File: config.mk
export PLATFORM = sky130hd
export DESIGN_NAME = button_short_long_press_detector_unit
export DESIGN_NICKNAME = d
export VERILOG_FILES = /design/src/hw/rtl/bsld_pkg.sv /design/src/hw/rtl/bsld_front.sv /design/src/hw/rtl/bsld_rspq.sv /design/src/hw/rtl/bsld_back.sv /design/src/hw/rtl/button_short_long_press_detector_unit.sv
export SDC_FILE = /design/constraint.sdc
export NUM_CORES = 1
export LEC_CHECK = 0
export BUFFER_PORTS_ARGS = -buffer_cell sky130_fd_sc_hd__clkbuf_2
export CAP_MARGIN = 20
export CORE_MARGIN = 2
export CORE_UTILIZATION = 65
export CTS_BUF_LIST = sky130_fd_sc_hd__clkbuf_8
export DETAILED_ROUTE_END_ITERATION = 8
export HOLD_SLACK_MARGIN = 0.05
export PLACE_DENSITY = 0.81
export SLEW_MARGIN = 20
export SYNTH_ARGS = -nofsm -noshare
export SYNTH_HDL_FRONTEND = slang
export SYNTH_SLANG_ARGS = --single-unit
File: constraint.sdc
create_clock -name clock -period 8.4 [get_ports clock]
set_input_delay 0.42 -clock clock [delete_from_list [all_inputs] [get_ports clock]]
set_output_delay 0.42 -clock clock [all_outputs]
set_load 0.01 [all_outputs]
File: src/hw/rtl/bsld_pkg.sv
// Shared constants, types and codes of the button press classifier.
package bsld_pkg;

   // Number of buttons and width of the wrapping tick counter.
   localparam int NUM_BUTTONS = 8;
   localparam int TIME_WIDTH  = 32;

   // Only the first eight buttons have an enable bit, so only they are scanned.
   localparam int MASK_WIDTH  = 8;
   localparam int SCAN_COUNT  = (NUM_BUTTONS < MASK_WIDTH) ? NUM_BUTTONS : MASK_WIDTH;
   localparam int SCAN_W      = (SCAN_COUNT > 1) ? $clog2(SCAN_COUNT) : 1;
   localparam int BTN_W       = (NUM_BUTTONS > 1) ? $clog2(NUM_BUTTONS) : 1;

   // Field widths of the words on the ports.
   localparam int BUTTON_W    = 3;
   localparam int CSR_INDEX_W = 2;
   localparam int CSR_DATA_W  = 16;

   // Queue depths.
   localparam int CMDQ_DEPTH  = 2;
   localparam int CMDQ_PTR_W  = (CMDQ_DEPTH > 1) ? $clog2(CMDQ_DEPTH) : 1;
   localparam int CMDQ_CNT_W  = $clog2(CMDQ_DEPTH + 1);
   localparam int RSPQ_DEPTH  = 4;
   localparam int RSPQ_PTR_W  = (RSPQ_DEPTH > 1) ? $clog2(RSPQ_DEPTH) : 1;
   localparam int RSPQ_CNT_W  = $clog2(RSPQ_DEPTH + 1);

   // Command codes.
   localparam logic CMD_SAMPLE = 1'b0;
   localparam logic CMD_TICK   = 1'b1;

   // Pin levels: the buttons are active low.
   localparam logic LOW  = 1'b0;
   localparam logic HIGH = 1'b1;

   // Register indexes.
   localparam logic [CSR_INDEX_W-1:0] CSR_DEBOUNCE    = 2'd0;
   localparam logic [CSR_INDEX_W-1:0] CSR_LONG_PRESS  = 2'd1;
   localparam logic [CSR_INDEX_W-1:0] CSR_ENABLE_MASK = 2'd2;

   // Register reset values.
   localparam logic [15:0] DEBOUNCE_RESET    = 16'd50;
   localparam logic [15:0] LONG_PRESS_RESET  = 16'd1000;
   localparam logic [MASK_WIDTH-1:0] ENABLE_MASK_RESET = '0;

   // A classified input word waiting for the back end.
   typedef struct packed {
      logic                command;
      logic [BUTTON_W-1:0] button;
      logic                level;
   } cmd_type;

   // One press event.
   typedef struct packed {
      logic [BUTTON_W-1:0] which_button;
      logic                is_long;
      logic                last;
   } evt_type;

endpackage

File: src/hw/rtl/bsld_front.sv
// Front end: accepts input words, drops out-of-range samples and queues commands.
module bsld_front (
   input  logic                          clock,
   input  logic                          reset,
   input  logic                          req_push,
   output logic                          req_full,
   input  logic                          req_command,
   input  logic [bsld_pkg::BUTTON_W-1:0] req_button,
   input  logic                          req_level,
   output logic                          cmd_valid,
   output bsld_pkg::cmd_type             cmd_word,
   input  logic                          cmd_pop
);
   import bsld_pkg::*;

   cmd_type                 queue_ff [CMDQ_DEPTH];
   logic [CMDQ_PTR_W-1:0]   wr_ptr_ff, wr_ptr_in;
   logic [CMDQ_PTR_W-1:0]   rd_ptr_ff, rd_ptr_in;
   logic [CMDQ_CNT_W-1:0]   count_ff, count_in;
   logic                    accepted;
   logic                    keep;
   logic                    do_pop;

   assign req_full  = (count_ff == CMDQ_CNT_W'(CMDQ_DEPTH));
   assign accepted  = req_push && !req_full;
   // A sample for a button that does not exist is accepted and discarded.
   assign keep      = (req_command == CMD_TICK) || (int'(req_button) < NUM_BUTTONS);
   assign cmd_valid = (count_ff != '0);
   assign cmd_word  = queue_ff[rd_ptr_ff];
   assign do_pop    = cmd_pop && cmd_valid;

   always_comb begin
      wr_ptr_in = wr_ptr_ff;
      rd_ptr_in = rd_ptr_ff;
      count_in  = count_ff;
      if (accepted && keep) begin
         wr_ptr_in = (wr_ptr_ff == CMDQ_PTR_W'(CMDQ_DEPTH - 1)) ? '0 : wr_ptr_ff + 1'b1;
      end
      if (do_pop) begin
         rd_ptr_in = (rd_ptr_ff == CMDQ_PTR_W'(CMDQ_DEPTH - 1)) ? '0 : rd_ptr_ff + 1'b1;
      end
      if ((accepted && keep) && !do_pop) begin
         count_in = count_ff + 1'b1;
      end else if (!(accepted && keep) && do_pop) begin
         count_in = count_ff - 1'b1;
      end
   end

   always_ff @(posedge clock) begin
      if (reset) begin
         wr_ptr_ff <= '0;
         rd_ptr_ff <= '0;
         count_ff  <= '0;
      end else begin
         wr_ptr_ff <= wr_ptr_in;
         rd_ptr_ff <= rd_ptr_in;
         count_ff  <= count_in;
      end
   end

   always_ff @(posedge clock) begin
      if (accepted && keep) begin
         queue_ff[wr_ptr_ff] <= '{command: req_command, button: req_button, level: req_level};
      end
   end

endmodule

File: src/hw/rtl/bsld_rspq.sv
// Result queue holding press events until the consumer takes them.
module bsld_rspq (
   input  logic              clock,
   input  logic              reset,
   input  logic              evt_push,
   input  bsld_pkg::evt_type evt_word,
   output logic              evt_full,
   output logic              rsp_empty,
   input  logic              rsp_pop,
   output bsld_pkg::evt_type rsp_word
);
   import bsld_pkg::*;

   evt_type               queue_ff [RSPQ_DEPTH];
   logic [RSPQ_PTR_W-1:0] wr_ptr_ff, wr_ptr_in;
   logic [RSPQ_PTR_W-1:0] rd_ptr_ff, rd_ptr_in;
   logic [RSPQ_CNT_W-1:0] count_ff, count_in;
   logic                  do_push;
   logic                  do_pop;

   assign evt_full  = (count_ff == RSPQ_CNT_W'(RSPQ_DEPTH));
   assign rsp_empty = (count_ff == '0);
   assign rsp_word  = queue_ff[rd_ptr_ff];
   assign do_push   = evt_push && !evt_full;
   assign do_pop    = rsp_pop && !rsp_empty;

   always_comb begin
      wr_ptr_in = wr_ptr_ff;
      rd_ptr_in = rd_ptr_ff;
      count_in  = count_ff;
      if (do_push) begin
         wr_ptr_in = (wr_ptr_ff == RSPQ_PTR_W'(RSPQ_DEPTH - 1)) ? '0 : wr_ptr_ff + 1'b1;
      end
      if (do_pop) begin
         rd_ptr_in = (rd_ptr_ff == RSPQ_PTR_W'(RSPQ_DEPTH - 1)) ? '0 : rd_ptr_ff + 1'b1;
      end
      if (do_push && !do_pop) begin
         count_in = count_ff + 1'b1;
      end else if (!do_push && do_pop) begin
         count_in = count_ff - 1'b1;
      end
   end

   always_ff @(posedge clock) begin
      if (reset) begin
         wr_ptr_ff <= '0;
         rd_ptr_ff <= '0;
         count_ff  <= '0;
      end else begin
         wr_ptr_ff <= wr_ptr_in;
         rd_ptr_ff <= rd_ptr_in;
         count_ff  <= count_in;
      end
   end

   always_ff @(posedge clock) begin
      if (do_push) begin
         queue_ff[wr_ptr_ff] <= evt_word;
      end
   end

endmodule

File: src/hw/rtl/bsld_back.sv
// Back end: button state, tick counter, registers and the scan sequencer.
module bsld_back (
   input  logic                                clock,
   input  logic                                reset,
   input  logic                                csr_write_enable,
   input  logic [bsld_pkg::CSR_INDEX_W-1:0]    csr_index,
   input  logic [bsld_pkg::CSR_DATA_W-1:0]     csr_write_data,
   input  logic                                cmd_valid,
   input  bsld_pkg::cmd_type                   cmd_word,
   output logic                                cmd_pop,
   output logic                                evt_push,
   output bsld_pkg::evt_type                   evt_word,
   input  logic                                evt_full
);
   import bsld_pkg::*;

   typedef enum logic [1:0] {
      ST_IDLE,
      ST_SCAN,
      ST_EMIT
   } state_type;

   state_type               state_ff, state_in;
   logic [15:0]             debounce_ff, debounce_in;
   logic [15:0]             long_press_ff, long_press_in;
   logic [MASK_WIDTH-1:0]   enable_ff, enable_in;
   logic [TIME_WIDTH-1:0]   now_ff, now_in;
   logic                    level_ff [NUM_BUTTONS];
   logic                    level_in [NUM_BUTTONS];
   logic                    fired_ff [NUM_BUTTONS];
   logic                    fired_in [NUM_BUTTONS];
   logic [TIME_WIDTH-1:0]   start_ff [NUM_BUTTONS];
   logic [SCAN_W-1:0]       idx_ff, idx_in;
   logic [SCAN_COUNT-1:0]   mask_ff, mask_in;
   logic                    start_we;
   logic [BTN_W-1:0]        sel;
   logic [TIME_WIDTH-1:0]   hold;
   logic [SCAN_W-1:0]       low_idx;
   logic [SCAN_COUNT-1:0]   rest;

   // One button is looked at per cycle: the sampled one when idle, else the scan index.
   assign sel  = (state_ff == ST_IDLE) ? BTN_W'(cmd_word.button) : BTN_W'(idx_ff);
   assign hold = now_ff - start_ff[sel];

   // Lowest pending long press and what remains after it.
   always_comb begin
      low_idx = '0;
      for (int i = SCAN_COUNT - 1; i >= 0; i--) begin
         if (mask_ff[i]) begin
            low_idx = SCAN_W'(i);
         end
      end
   end
   assign rest = mask_ff & (mask_ff - 1'b1);

   always_comb begin
      state_in      = state_ff;
      debounce_in   = debounce_ff;
      long_press_in = long_press_ff;
      enable_in     = enable_ff;
      now_in        = now_ff;
      level_in      = level_ff;
      fired_in      = fired_ff;
      idx_in        = idx_ff;
      mask_in       = mask_ff;
      start_we      = 1'b0;
      cmd_pop       = 1'b0;
      evt_push      = 1'b0;
      evt_word      = '{which_button: cmd_word.button, is_long: 1'b0, last: 1'b1};

      if (csr_write_enable) begin
         unique case (csr_index)
            CSR_DEBOUNCE:    debounce_in   = csr_write_data;
            CSR_LONG_PRESS:  long_press_in = csr_write_data;
            CSR_ENABLE_MASK: enable_in     = csr_write_data[MASK_WIDTH-1:0];
            default: ;
         endcase
      end

      unique case (state_ff)
         ST_IDLE: begin
            // A command is taken only when a result slot is free.
            if (cmd_valid && !evt_full) begin
               cmd_pop = 1'b1;
               if (cmd_word.command == CMD_TICK) begin
                  now_in   = now_ff + 1'b1;
                  idx_in   = '0;
                  mask_in  = '0;
                  state_in = ST_SCAN;
               end else if (cmd_word.level != level_ff[sel]) begin
                  level_in[sel] = cmd_word.level;
                  if (cmd_word.level == LOW) begin
                     start_we      = 1'b1;
                     fired_in[sel] = 1'b0;
                  end else if (hold > TIME_WIDTH'(debounce_ff) && !fired_ff[sel]) begin
                     evt_push = 1'b1;
                  end
               end
            end
         end
         ST_SCAN: begin
            if (level_ff[sel] == LOW && enable_ff[idx_ff] && !fired_ff[sel] &&
                hold >= TIME_WIDTH'(long_press_ff)) begin
               mask_in[idx_ff] = 1'b1;
               fired_in[sel]   = 1'b1;
            end
            if (idx_ff == SCAN_W'(SCAN_COUNT - 1)) begin
               state_in = ST_EMIT;
            end else begin
               idx_in = idx_ff + 1'b1;
            end
         end
         ST_EMIT: begin
            if (mask_ff == '0) begin
               state_in = ST_IDLE;
            end else if (!evt_full) begin
               evt_push = 1'b1;
               evt_word = '{which_button: BUTTON_W'(low_idx), is_long: 1'b1,
                            last: (rest == '0)};
               mask_in  = rest;
               if (rest == '0) begin
                  state_in = ST_IDLE;
               end
            end
         end
         default: state_in = ST_IDLE;
      endcase
   end

   always_ff @(posedge clock) begin
      if (reset) begin
         state_ff      <= ST_IDLE;
         debounce_ff   <= DEBOUNCE_RESET;
         long_press_ff <= LONG_PRESS_RESET;
         enable_ff     <= ENABLE_MASK_RESET;
         now_ff        <= '0;
         idx_ff        <= '0;
         mask_ff       <= '0;
         for (int b = 0; b < NUM_BUTTONS; b++) begin
            level_ff[b] <= HIGH;
            fired_ff[b] <= 1'b0;
         end
      end else begin
         state_ff      <= state_in;
         debounce_ff   <= debounce_in;
         long_press_ff <= long_press_in;
         enable_ff     <= enable_in;
         now_ff        <= now_in;
         idx_ff        <= idx_in;
         mask_ff       <= mask_in;
         level_ff      <= level_in;
         fired_ff      <= fired_in;
      end
   end

   // Press start times are only read while the button is held, so they need no reset.
   always_ff @(posedge clock) begin
      if (start_we) begin
         start_ff[sel] <= now_ff;
      end
   end

endmodule

File: src/hw/rtl/button_short_long_press_detector_unit.sv
// Top level of the short and long button press classifier.
//
//   Channel   Direction  Handshake             Word
//   req_      in         push / full           command, button, level
//   rsp_      out        pop / empty           which_button, is_long, last
//   csr_      in         write_enable          index, write_data
//
// The front end takes a word whenever its two-entry command queue has room, so
// input and output never wait on each other directly. On a tick the back end
// advances the counter, steps through the scanned buttons one at a time
// (NUM_BUTTONS, capped at eight) and then emits the long press events one at a
// time, or closes without an event when none fires. The single hold comparator
// is why the buttons are scanned one at a time. Reset is synchronous and leaves
// all buttons released, no marks, the counter at zero and the registers at
// their documented values. A full result queue stalls the back end, which then
// leaves commands in the front queue.
module button_short_long_press_detector_unit (
   input  logic                             clock,
   input  logic                             reset,
   input  logic                             req_push,
   output logic                             req_full,
   input  logic                             req_command,
   input  logic [bsld_pkg::BUTTON_W-1:0]    req_button,
   input  logic                             req_level,
   output logic                             rsp_empty,
   input  logic                             rsp_pop,
   output logic [bsld_pkg::BUTTON_W-1:0]    rsp_which_button,
   output logic                             rsp_is_long,
   output logic                             rsp_last,
   input  logic                             csr_write_enable,
   input  logic [bsld_pkg::CSR_INDEX_W-1:0] csr_index,
   input  logic [bsld_pkg::CSR_DATA_W-1:0]  csr_write_data
);
   import bsld_pkg::*;

   logic    cmd_valid;
   cmd_type cmd_word;
   logic    cmd_pop;
   logic    evt_push;
   evt_type evt_word;
   logic    evt_full;
   evt_type rsp_word;

   // Front end: accepts words while its queue has room and queues them as commands.
   bsld_front u_front (
      .clock       (clock),
      .reset       (reset),
      .req_push    (req_push),
      .req_full    (req_full),
      .req_command (req_command),
      .req_button  (req_button),
      .req_level   (req_level),
      .cmd_valid   (cmd_valid),
      .cmd_word    (cmd_word),
      .cmd_pop     (cmd_pop)
   );

   // Back end: holds the button state and carries out samples and ticks.
   bsld_back u_back (
      .clock            (clock),
      .reset            (reset),
      .csr_write_enable (csr_write_enable),
      .csr_index        (csr_index),
      .csr_write_data   (csr_write_data),
      .cmd_valid        (cmd_valid),
      .cmd_word         (cmd_word),
      .cmd_pop          (cmd_pop),
      .evt_push         (evt_push),
      .evt_word         (evt_word),
      .evt_full         (evt_full)
   );

   // Result queue: events wait here until the consumer pops them.
   bsld_rspq u_rspq (
      .clock     (clock),
      .reset     (reset),
      .evt_push  (evt_push),
      .evt_word  (evt_word),
      .evt_full  (evt_full),
      .rsp_empty (rsp_empty),
      .rsp_pop   (rsp_pop),
      .rsp_word  (rsp_word)
   );

   assign rsp_which_button = rsp_word.which_button;
   assign rsp_is_long      = rsp_word.is_long;
   assign rsp_last         = rsp_word.last;

endmodule

==> flow_summary.rst, run 1 <==
.. list-table::
   :header-rows: 1

   * - Metric
     - Value
   * - Outcome
     - complete, no violations
   * - Largest net degree at the start of global routing
     - 74
   * - Total half-perimeter wirelength after legalization and detailed placement
     - 31000 µm
   * - Critical Path RT
     - 8.90 ns
   * - Mapped Avg Cell Area
     - 11.6 µm²
   * - Core Rows
     - 61
   * - Number of enable flip-flop cells after synthesis
     - 286
   * - Pwr Density
     - 363 nW/µm²
   * - Via/cell ratio
     - 6.46
   * - Transition at the pin with the smallest max-transition slack
     - 0.925 ns
   * - Register clock-pin slew on the reported worst setup and hold paths
     - 0.06 ns
   * - Yosys reg bits
     - 401
   * - Die boundary width
     - 172 µm
   * - First-iteration detailed-routing DRC count
     - 1468
   * - Vias after detailed routing
     - 13400
   * - Diodes inserted
     - 0
   * - Proportion of total power due to net switching
     - 40.4%
   * - Peak fanout along the critical path
     - 15
   * - Endpoint of the worst-slack reg-to-reg timing path
     - u_rspq.count_ff[2]
   * - Met1 Resource Use GR
     - 42.3%
   * - Post-route total power
     - 0.00740 W
   * - Final setup skew
     - 0.0359 ns
   * - Cell type with the highest aggregate area in the netlist
     - edfxtp_1
   * - Number of buffers created by CTS
     - 66
   * - Dominant cell by count in the synthesized netlist
     - edfxtp_1
   * - Count of antenna-violating nets left after detailed routing
     - 0
   * - Final hold vios
     - 0
   * - Average wire per cell in the routed design
     - 22.8 µm
   * - Element type at the critical path end
     - flop
   * - Max_slew headroom
     - 38.4%
   * - Number of search-and-repair iterations in the first detailed-routing pass
     - 6
   * - Worst Path Arrival
     - 8.44 ns
   * - Clock sink count
     - 401
   * - Area inside the core boundary
     - 27700 µm²
   * - Synth top cells by count
     - edfxtp_1, nand2_1, dfxtp_1
   * - Clock latency of the later-clocked register in the worst-skew pair
     - 0.59 ns
   * - Top Ports
     - 35
   * - Total congestion overflow after global routing
     - 0
   * - Total routing usage reported by global routing
     - 32.5%
   * - Logic gate share of total power
     - 45.4%
   * - Element type at the critical path start
     - flop
   * - # nets final
     - 1746
   * - Die outline area
     - 29400 µm²
   * - Vias in the first global route
     - 13100
   * - Start point of the worst hold path
     - csr_write_data[10]
   * - Leading register cell type out of synthesis
     - edfxtp_1
   * - Post-Place Cell Area
     - 18900 µm²
   * - Met2 Use GR
     - 54.4%
   * - RSZ-0062 raised after global routing
     - false
   * - Worst r2r path cells
     - 27
   * - Count of final max-slew check failures
     - 0
   * - Sum Neg Setup Slack
     - 0 ns
   * - Critical path class
     - reg2reg
   * - Cell variety after synth
     - 76
   * - Share of the clock period used by the worst path
     - 94.5%
   * - Buffer type at the clock tree root
     - clkbuf_8
   * - DRT Wirelength
     - 47100 µm
   * - Number of remaining DRC errors
     - 0
   * - Antenna violations before repair
     - 0
   * - TritonCTS clock tree
     - done
   * - Tightest Hold Check Type
     - in2reg
   * - Post-Layout Inst Area
     - 20400 µm²
   * - Synthesized netlist cell count
     - 1571
   * - Highest Clock Rate
     - 0.126 GHz
   * - H-tree level count
     - 3
   * - Worst Hold End
     - u_back.long_press_ff[10]
   * - Register-to-register path setup slack
     - 0.46 ns
   * - Number of fillers in the final layout
     - 1909
   * - Most Crowded Layer GR
     - met2
   * - Syn_nets
     - 1679
   * - Area contributors post-synth
     - edfxtp_1, dfxtp_1, ha_1
   * - Met3 Track Usage GR
     - 5.36%
   * - Sequential cell area fraction in the yosys report
     - 59.7%
   * - First-pass GRT wire length
     - 72100 µm
   * - Maximum clock path buffer count
     - 3
   * - Portion of synthesized cell area occupied by the leading cell type
     - 47.1%
   * - Clock network fraction of total power
     - 23.7%
   * - Fraction of synthesis flops using an asynchronous set or reset pin
     - 0%
   * - Leakage power
     - 7.34 nW
   * - Net load switching power
     - 0.00299 W
   * - Number of synthesis warnings
     - 0
   * - Internal power
     - 0.00441 W
   * - Height of the die
     - 172 µm
   * - Number of input and output port buffers inserted
     - 34
   * - Cell Area, Synth
     - 18200 µm²
   * - Synthesis-to-layout area growth
     - 11.7%
   * - Shortest period the worst path allows
     - 7.94 ns
   * - GP Congestion
     - 0.951
   * - Number of cells on the worst hold path
     - 3
   * - Fraction of final layout cells sized beyond drive strength 1
     - 12.0%
   * - Max cap viols
     - 0
   * - Count of final setup violators
     - 0
   * - Starting density of the core
     - 65.9%
   * - Worst vdd rail ir drop
     - 0.233 mV
   * - Reg power frac
     - 30.9%
## routing by layer
layer	share of wire, %	wire length (µm)
met1	40	18900
met2	49	22900
met3	7.8	3650
met4	3.4	1610
met5	0	0
## per-stage QoR
stage / setup WS, ns / hold WS, ns / cells / util, %
floorplan: 1.77 / 0.436 / 1571 / -
global placement: 0.745 / 0.443 / 1943 / 68.3
detailed placement: 0.334 / 0.449 / 1943 / 68.3
CTS: 0.242 / 0.0556 / 2066 / 73.5
global route: 0.0156 / 0.0675 / 2066 / 73.6
finish: 0.460 / 0.0729 / 2066 / 73.6
## sequential cells by signal, summed over array words and instances (netlist names), 2 cells and up, named ones only
| signal | flops |
|---|---|
| u_back.start_ff | 256 |
| u_rspq.rd_ptr_ff | 2 |
| u_rspq.wr_ptr_ff | 2 |
| u_back.debounce_ff | 16 |
| u_back.now_ff | 32 |
| u_front.count_ff | 2 |
| u_rspq.queue_ff | 20 |
| u_back.enable_ff | 8 |
| u_front.queue_ff | 10 |
| u_back.level_ff | 8 |
| u_back.long_press_ff | 16 |
| u_rspq.count_ff | 3 |
| u_back.mask_ff | 8 |
| u_back.state_ff | 2 |
| u_back.idx_ff | 3 |
## worst max path at each step
stage	end	slack, ns	cells past startpoint
floorplan	u_rspq.count_ff[2]	1.77	33
global placement	u_rspq.count_ff[2]	0.75	29
detailed placement	u_rspq.count_ff[2]	0.33	29
CTS	u_rspq.count_ff[2]	0.24	29
global route	u_rspq.count_ff[2]	0.02	29
finish	u_rspq.count_ff[2]	0.46	27
## layout make-up
cell class / count / area [µm²] / area share, %
Sequential cell: 401 / 10900 / 53.4
Multi-Input combinational cell: 1047 / 7000 / 34.4
Clock buffer: 74 / 1020 / 5.00
Tap cell: 378 / 473 / 2.32
Timing Repair Buffer: 69 / 448 / 2.20
Clock inverter: 44 / 350 / 1.72
Inverter: 53 / 199 / 0.976
## critical path, stage by stage, from the launching register on
cell and delay [ns]:
dfxtp_1 0.48, mux2i_1 0.45, a21o_1 0.51, nand2_1 0.16, nor2_2 0.62, buf_4 0.28
a22oi_1 0.10, and4_1 0.19, ha_1 0.39, a21oi_1 0.29, o21ai_0 0.27, nand3b_1 0.28
a21o_1 0.22, a21o_1 0.20, xor2_1 0.17, ha_1 0.32, nand4_1 0.13, o21ai_0 0.27
nor2_1 0.07, a211oi_1 0.47, o311a_1 0.32, or2_0 0.33, ha_1 0.25, inv_1 0.06
fa_1 0.37, xor2_1 0.18, or3_1 0.30, a21oi_1 0.17
## repair_timing
action / in CTS / in global routing
endpoints found under the hold margin: 10 / 0
buffers inserted: 0 / 0
endpoints found under the setup margin: 0 / 2
hold buffers: 5 / 0
resized for setup: 0 / 5
## placed cells by master (no fill, tap or decap), drive strengths merged, types with 25 or more instances in the layout
cell / count
a21oi: 115
nand2: 167
o21ai: 61
ha: 78
nand3: 31
xor2: 28
clkbuf: 107
buf: 31
xnor2: 26
inv: 78
dfxtp: 115
a22oi: 77
edfxtp: 286
o211ai: 25
nor2: 110
## cell families (layout without fill, tap and decap cells)
group	after synthesis	after routing	share of synthesized area, %
compound gates	404	404	14.6
buf+inv	123	240	2.62
xor+xnor	54	54	2.59
flops	401	401	59.7
fa+ha+maj	82	82	5.68
mux	29	29	1.94
simple gates	478	478	12.9
## power groups by stage
stage	Sequential, W	Combinational, W	Clock (W)
after CTS	0.00229	0.00327	0.00178
after global routing	0.00230	0.00367	0.00186
after global placement	0.00232	0.00317	0
after floorplan	0.00230	0.00232	0
final	0.00229	0.00336	0.00176
after detailed placement	0.00233	0.00325	0
Note: power is estimated with default switching activity, not from simulation.
==> run 2, diff against run 1 <==
--- a/config.mk
+++ b/config.mk
@@ -7,6 +7,7 @@
 export LEC_CHECK = 0
 export BUFFER_PORTS_ARGS = -buffer_cell sky130_fd_sc_hd__clkbuf_2
 export CAP_MARGIN = 20
+export CORE_ASPECT_RATIO = 0.8
 export CORE_MARGIN = 2
 export CORE_UTILIZATION = 65
 export CTS_BUF_LIST = sky130_fd_sc_hd__clkbuf_8
==> constraint.sdc (replaced) <==
create_clock -name clock -period 8.4 [get_ports clock]
set_input_delay 0.42 -clock clock [delete_from_list [all_inputs] [get_ports clock]]
set_output_delay 0.42 -clock clock [all_outputs]
set_load 0.1 [all_outputs]
==> flow_summary.rst, run 2 (synthesis results as in run 1) <==
.. list-table::
   :header-rows: 1

   * - Metric
     - Value
   * - Outcome
     - complete, no violations
   * - Tightest Hold Check Type
     - in2reg
   * - Worst Hold Margin
     - 0.0847 ns
   * - Most flops, register
     - u_back.start_ff
   * - Element type at the critical path end
     - flop
   * - Number of fillers in the final layout
     - 1821
   * - Logic gate share of total power
     - 47.0%
   * - Register-to-register path setup slack
     - 0.52 ns
   * - Worst vdd rail ir drop
     - 0.234 mV
   * - Critical path's most frequent cell
     - ha_1
   * - Count of antenna-violating nets left after detailed routing
     - 0
   * - Clock network fraction of total power
     - 22.6%
   * - Max cap viols
     - 0
   * - Top Ports
     - 35
   * - Element type at the critical path start
     - flop
   * - Average wire per cell in the routed design
     - 22.9 µm
   * - Worst r2r path cells
     - 29
   * - Transition at the pin with the smallest max-transition slack
     - 1.10 ns
   * - Critical path class
     - reg2reg
   * - Vias after detailed routing
     - 13500
   * - Proportion of total power due to net switching
     - 41.6%
   * - Internal power
     - 0.00438 W
   * - Shortest period the worst path allows
     - 7.88 ns
   * - Reg power frac
     - 30.5%
   * - Highest Clock Rate
     - 0.127 GHz
   * - Total congestion overflow after global routing
     - 0
   * - Clock latency of the later-clocked register in the worst-skew pair
     - 0.64 ns
   * - GP Congestion
     - 0.955
   * - Minimum setup slack after placement
     - 0.506 ns
   * - Starting density of the core
     - 66.5%
   * - Delay contributed by the slowest stage of the critical path
     - 0.60 ns
   * - TritonCTS clock tree
     - done
   * - Number of input and output port buffers inserted
     - 34
   * - Height of the die
     - 154 µm
   * - Via/cell ratio
     - 6.53
   * - Final setup slack of the worst path
     - 0.517 ns
   * - DRT Wirelength
     - 47300 µm
   * - Max_slew headroom
     - 24.8%
   * - Cell with the biggest individual delay on the critical path
     - or4_1
   * - First-iteration detailed-routing DRC count
     - 1618
   * - Count of final setup violators
     - 0
   * - Area inside the core boundary
     - 27400 µm²
   * - Registers with the highest flip-flop counts
     - u_back.start_ff x256, u_back.now_ff x32, u_rspq.queue_ff x20
   * - Count of final max-slew check failures
     - 0
   * - Vias in the first global route
     - 13200
   * - Antenna violations before repair
     - 0
   * - Pwr Density
     - 366 nW/µm²
   * - Number of remaining DRC errors
     - 0
   * - Final hold vios
     - 0
   * - Final setup skew
     - 0.0361 ns
   * - Number of buffers created by CTS
     - 60
   * - Die boundary width
     - 191 µm
   * - Core Util, Final
     - 74.6%
   * - Post-route total power
     - 0.00750 W
   * - Number of cells on the worst hold path
     - 3
   * - Net load switching power
     - 0.00311 W
   * - Most used cells in the layout excluding fill and tap cells
     - edfxtp_1, nand2_1, dfxtp_1
   * - Diodes inserted
     - 0
   * - Most common cell after layout, fill and taps aside
     - edfxtp_1
   * - First-pass GRT wire length
     - 73400 µm
   * - Share of the clock period used by the worst path
     - 93.8%
   * - Peak fanout along the critical path
     - 15
   * - Register clock-pin slew on the reported worst setup and hold paths
     - 0.07 ns
   * - Critical Path RT
     - 8.97 ns
   * - Max FFs per register
     - 256
   * - Combined area of the multi-input logic cells
     - 7000 µm²
   * - Buffer type at the clock tree root
     - clkbuf_8
   * - H-tree level count
     - 2
   * - Sum Neg Setup Slack
     - 0 ns
   * - Leakage power
     - 7.38 nW
   * - Core Rows
     - 54
   * - Fraction of final layout cells sized beyond drive strength 1
     - 11.6%
   * - Worst Path Arrival
     - 8.45 ns
   * - Total routing usage reported by global routing
     - 32.5%
   * - # nets final
     - 1758
   * - RSZ-0062 raised after global routing
     - false
   * - Total half-perimeter wirelength after legalization and detailed placement
     - 30600 µm
   * - Post-CTS setup buffer count
     - 0
   * - Synthesis-to-layout area growth
     - 12.1%
   * - Die outline area
     - 29400 µm²
   * - Sequential cell area in the final layout
     - 10900 µm²
   * - Maximum clock path buffer count
     - 3
   * - Number of search-and-repair iterations in the first detailed-routing pass
     - 6
   * - Largest net degree at the start of global routing
     - 75
   * - Clock sink count
     - 401
run 2: cell count changes in the layout (fill, tap and decap cells not counted), sizes merged:
cell         delta
buf             +4
bufinv          +1
clkbuf          -7
dlygate4sd3    +14
run 2: final timing paths:
| kind | from | end |
|---|---|---|
| setup / recovery | u_back.state_ff[0] | u_rspq.count_ff[2] |
| hold / removal | csr_write_data[3] | u_back.long_press_ff[3] |
| setup reg to reg | u_back.state_ff[0] | u_rspq.count_ff[2] |
| hold reg to reg | u_back.debounce_ff[15] | u_back.debounce_ff[15] |
run 2: power by group through the flow:
stage / combinational [W] / sequential (W) / clock [W]
after global placement: 0.00326 / 0.00232 / 0
after floorplan: 0.00241 / 0.00230 / 0
after detailed placement: 0.00336 / 0.00232 / 0
after CTS: 0.00344 / 0.00228 / 0.00170
final: 0.00352 / 0.00228 / 0.00169
after global routing: 0.00382 / 0.00229 / 0.00178
run 2: repair_timing:
item / 4_1_cts / 5_1_grt
endpoints found under the setup margin: 0 / 1
endpoints found under the hold margin: 38 / 0
resized for setup: 0 / 6
hold buffers: 19 / 0
run 2: through the flow:
stage               cells  cell area [µm²]
floorplan            1571            18200
global placement     1932            18900
detailed placement   1933            18900
CTS                  2064            20400
global route         2064            20500
finish               2064            20500
run 2: worst max-delay path: cells and delay by family (launching register included):
kind	cells	cell delay, ns
DFF	1	0.33
AOI/OAI and AO/OA	10	2.58
and+or+nand+nor	10	2.51
xor gates and xnor gates	2	0.36
buffers and inverters	2	0.17
adders and majority gates	5	1.85
run 2: area by class of cell:
| class | instances | share of cell area [%] |
|---|---|---|
| well taps | 364 | 2.23 |
| repair buffers | 87 | 3.04 |
| inverters | 53 | 0.972 |
| clock buffers | 67 | 4.51 |
| flip-flops and latches | 401 | 53.2 |
| multi-input cells | 1047 | 34.2 |
| clock inverters | 45 | 1.80 |
run 2: metal layers:
layer  wire length [µm]  global-route usage, %
met5                  0                      0
met4               1110                   11.0
met3               4440                   5.18
met2              22000                   50.4
met1              19700                   47.1
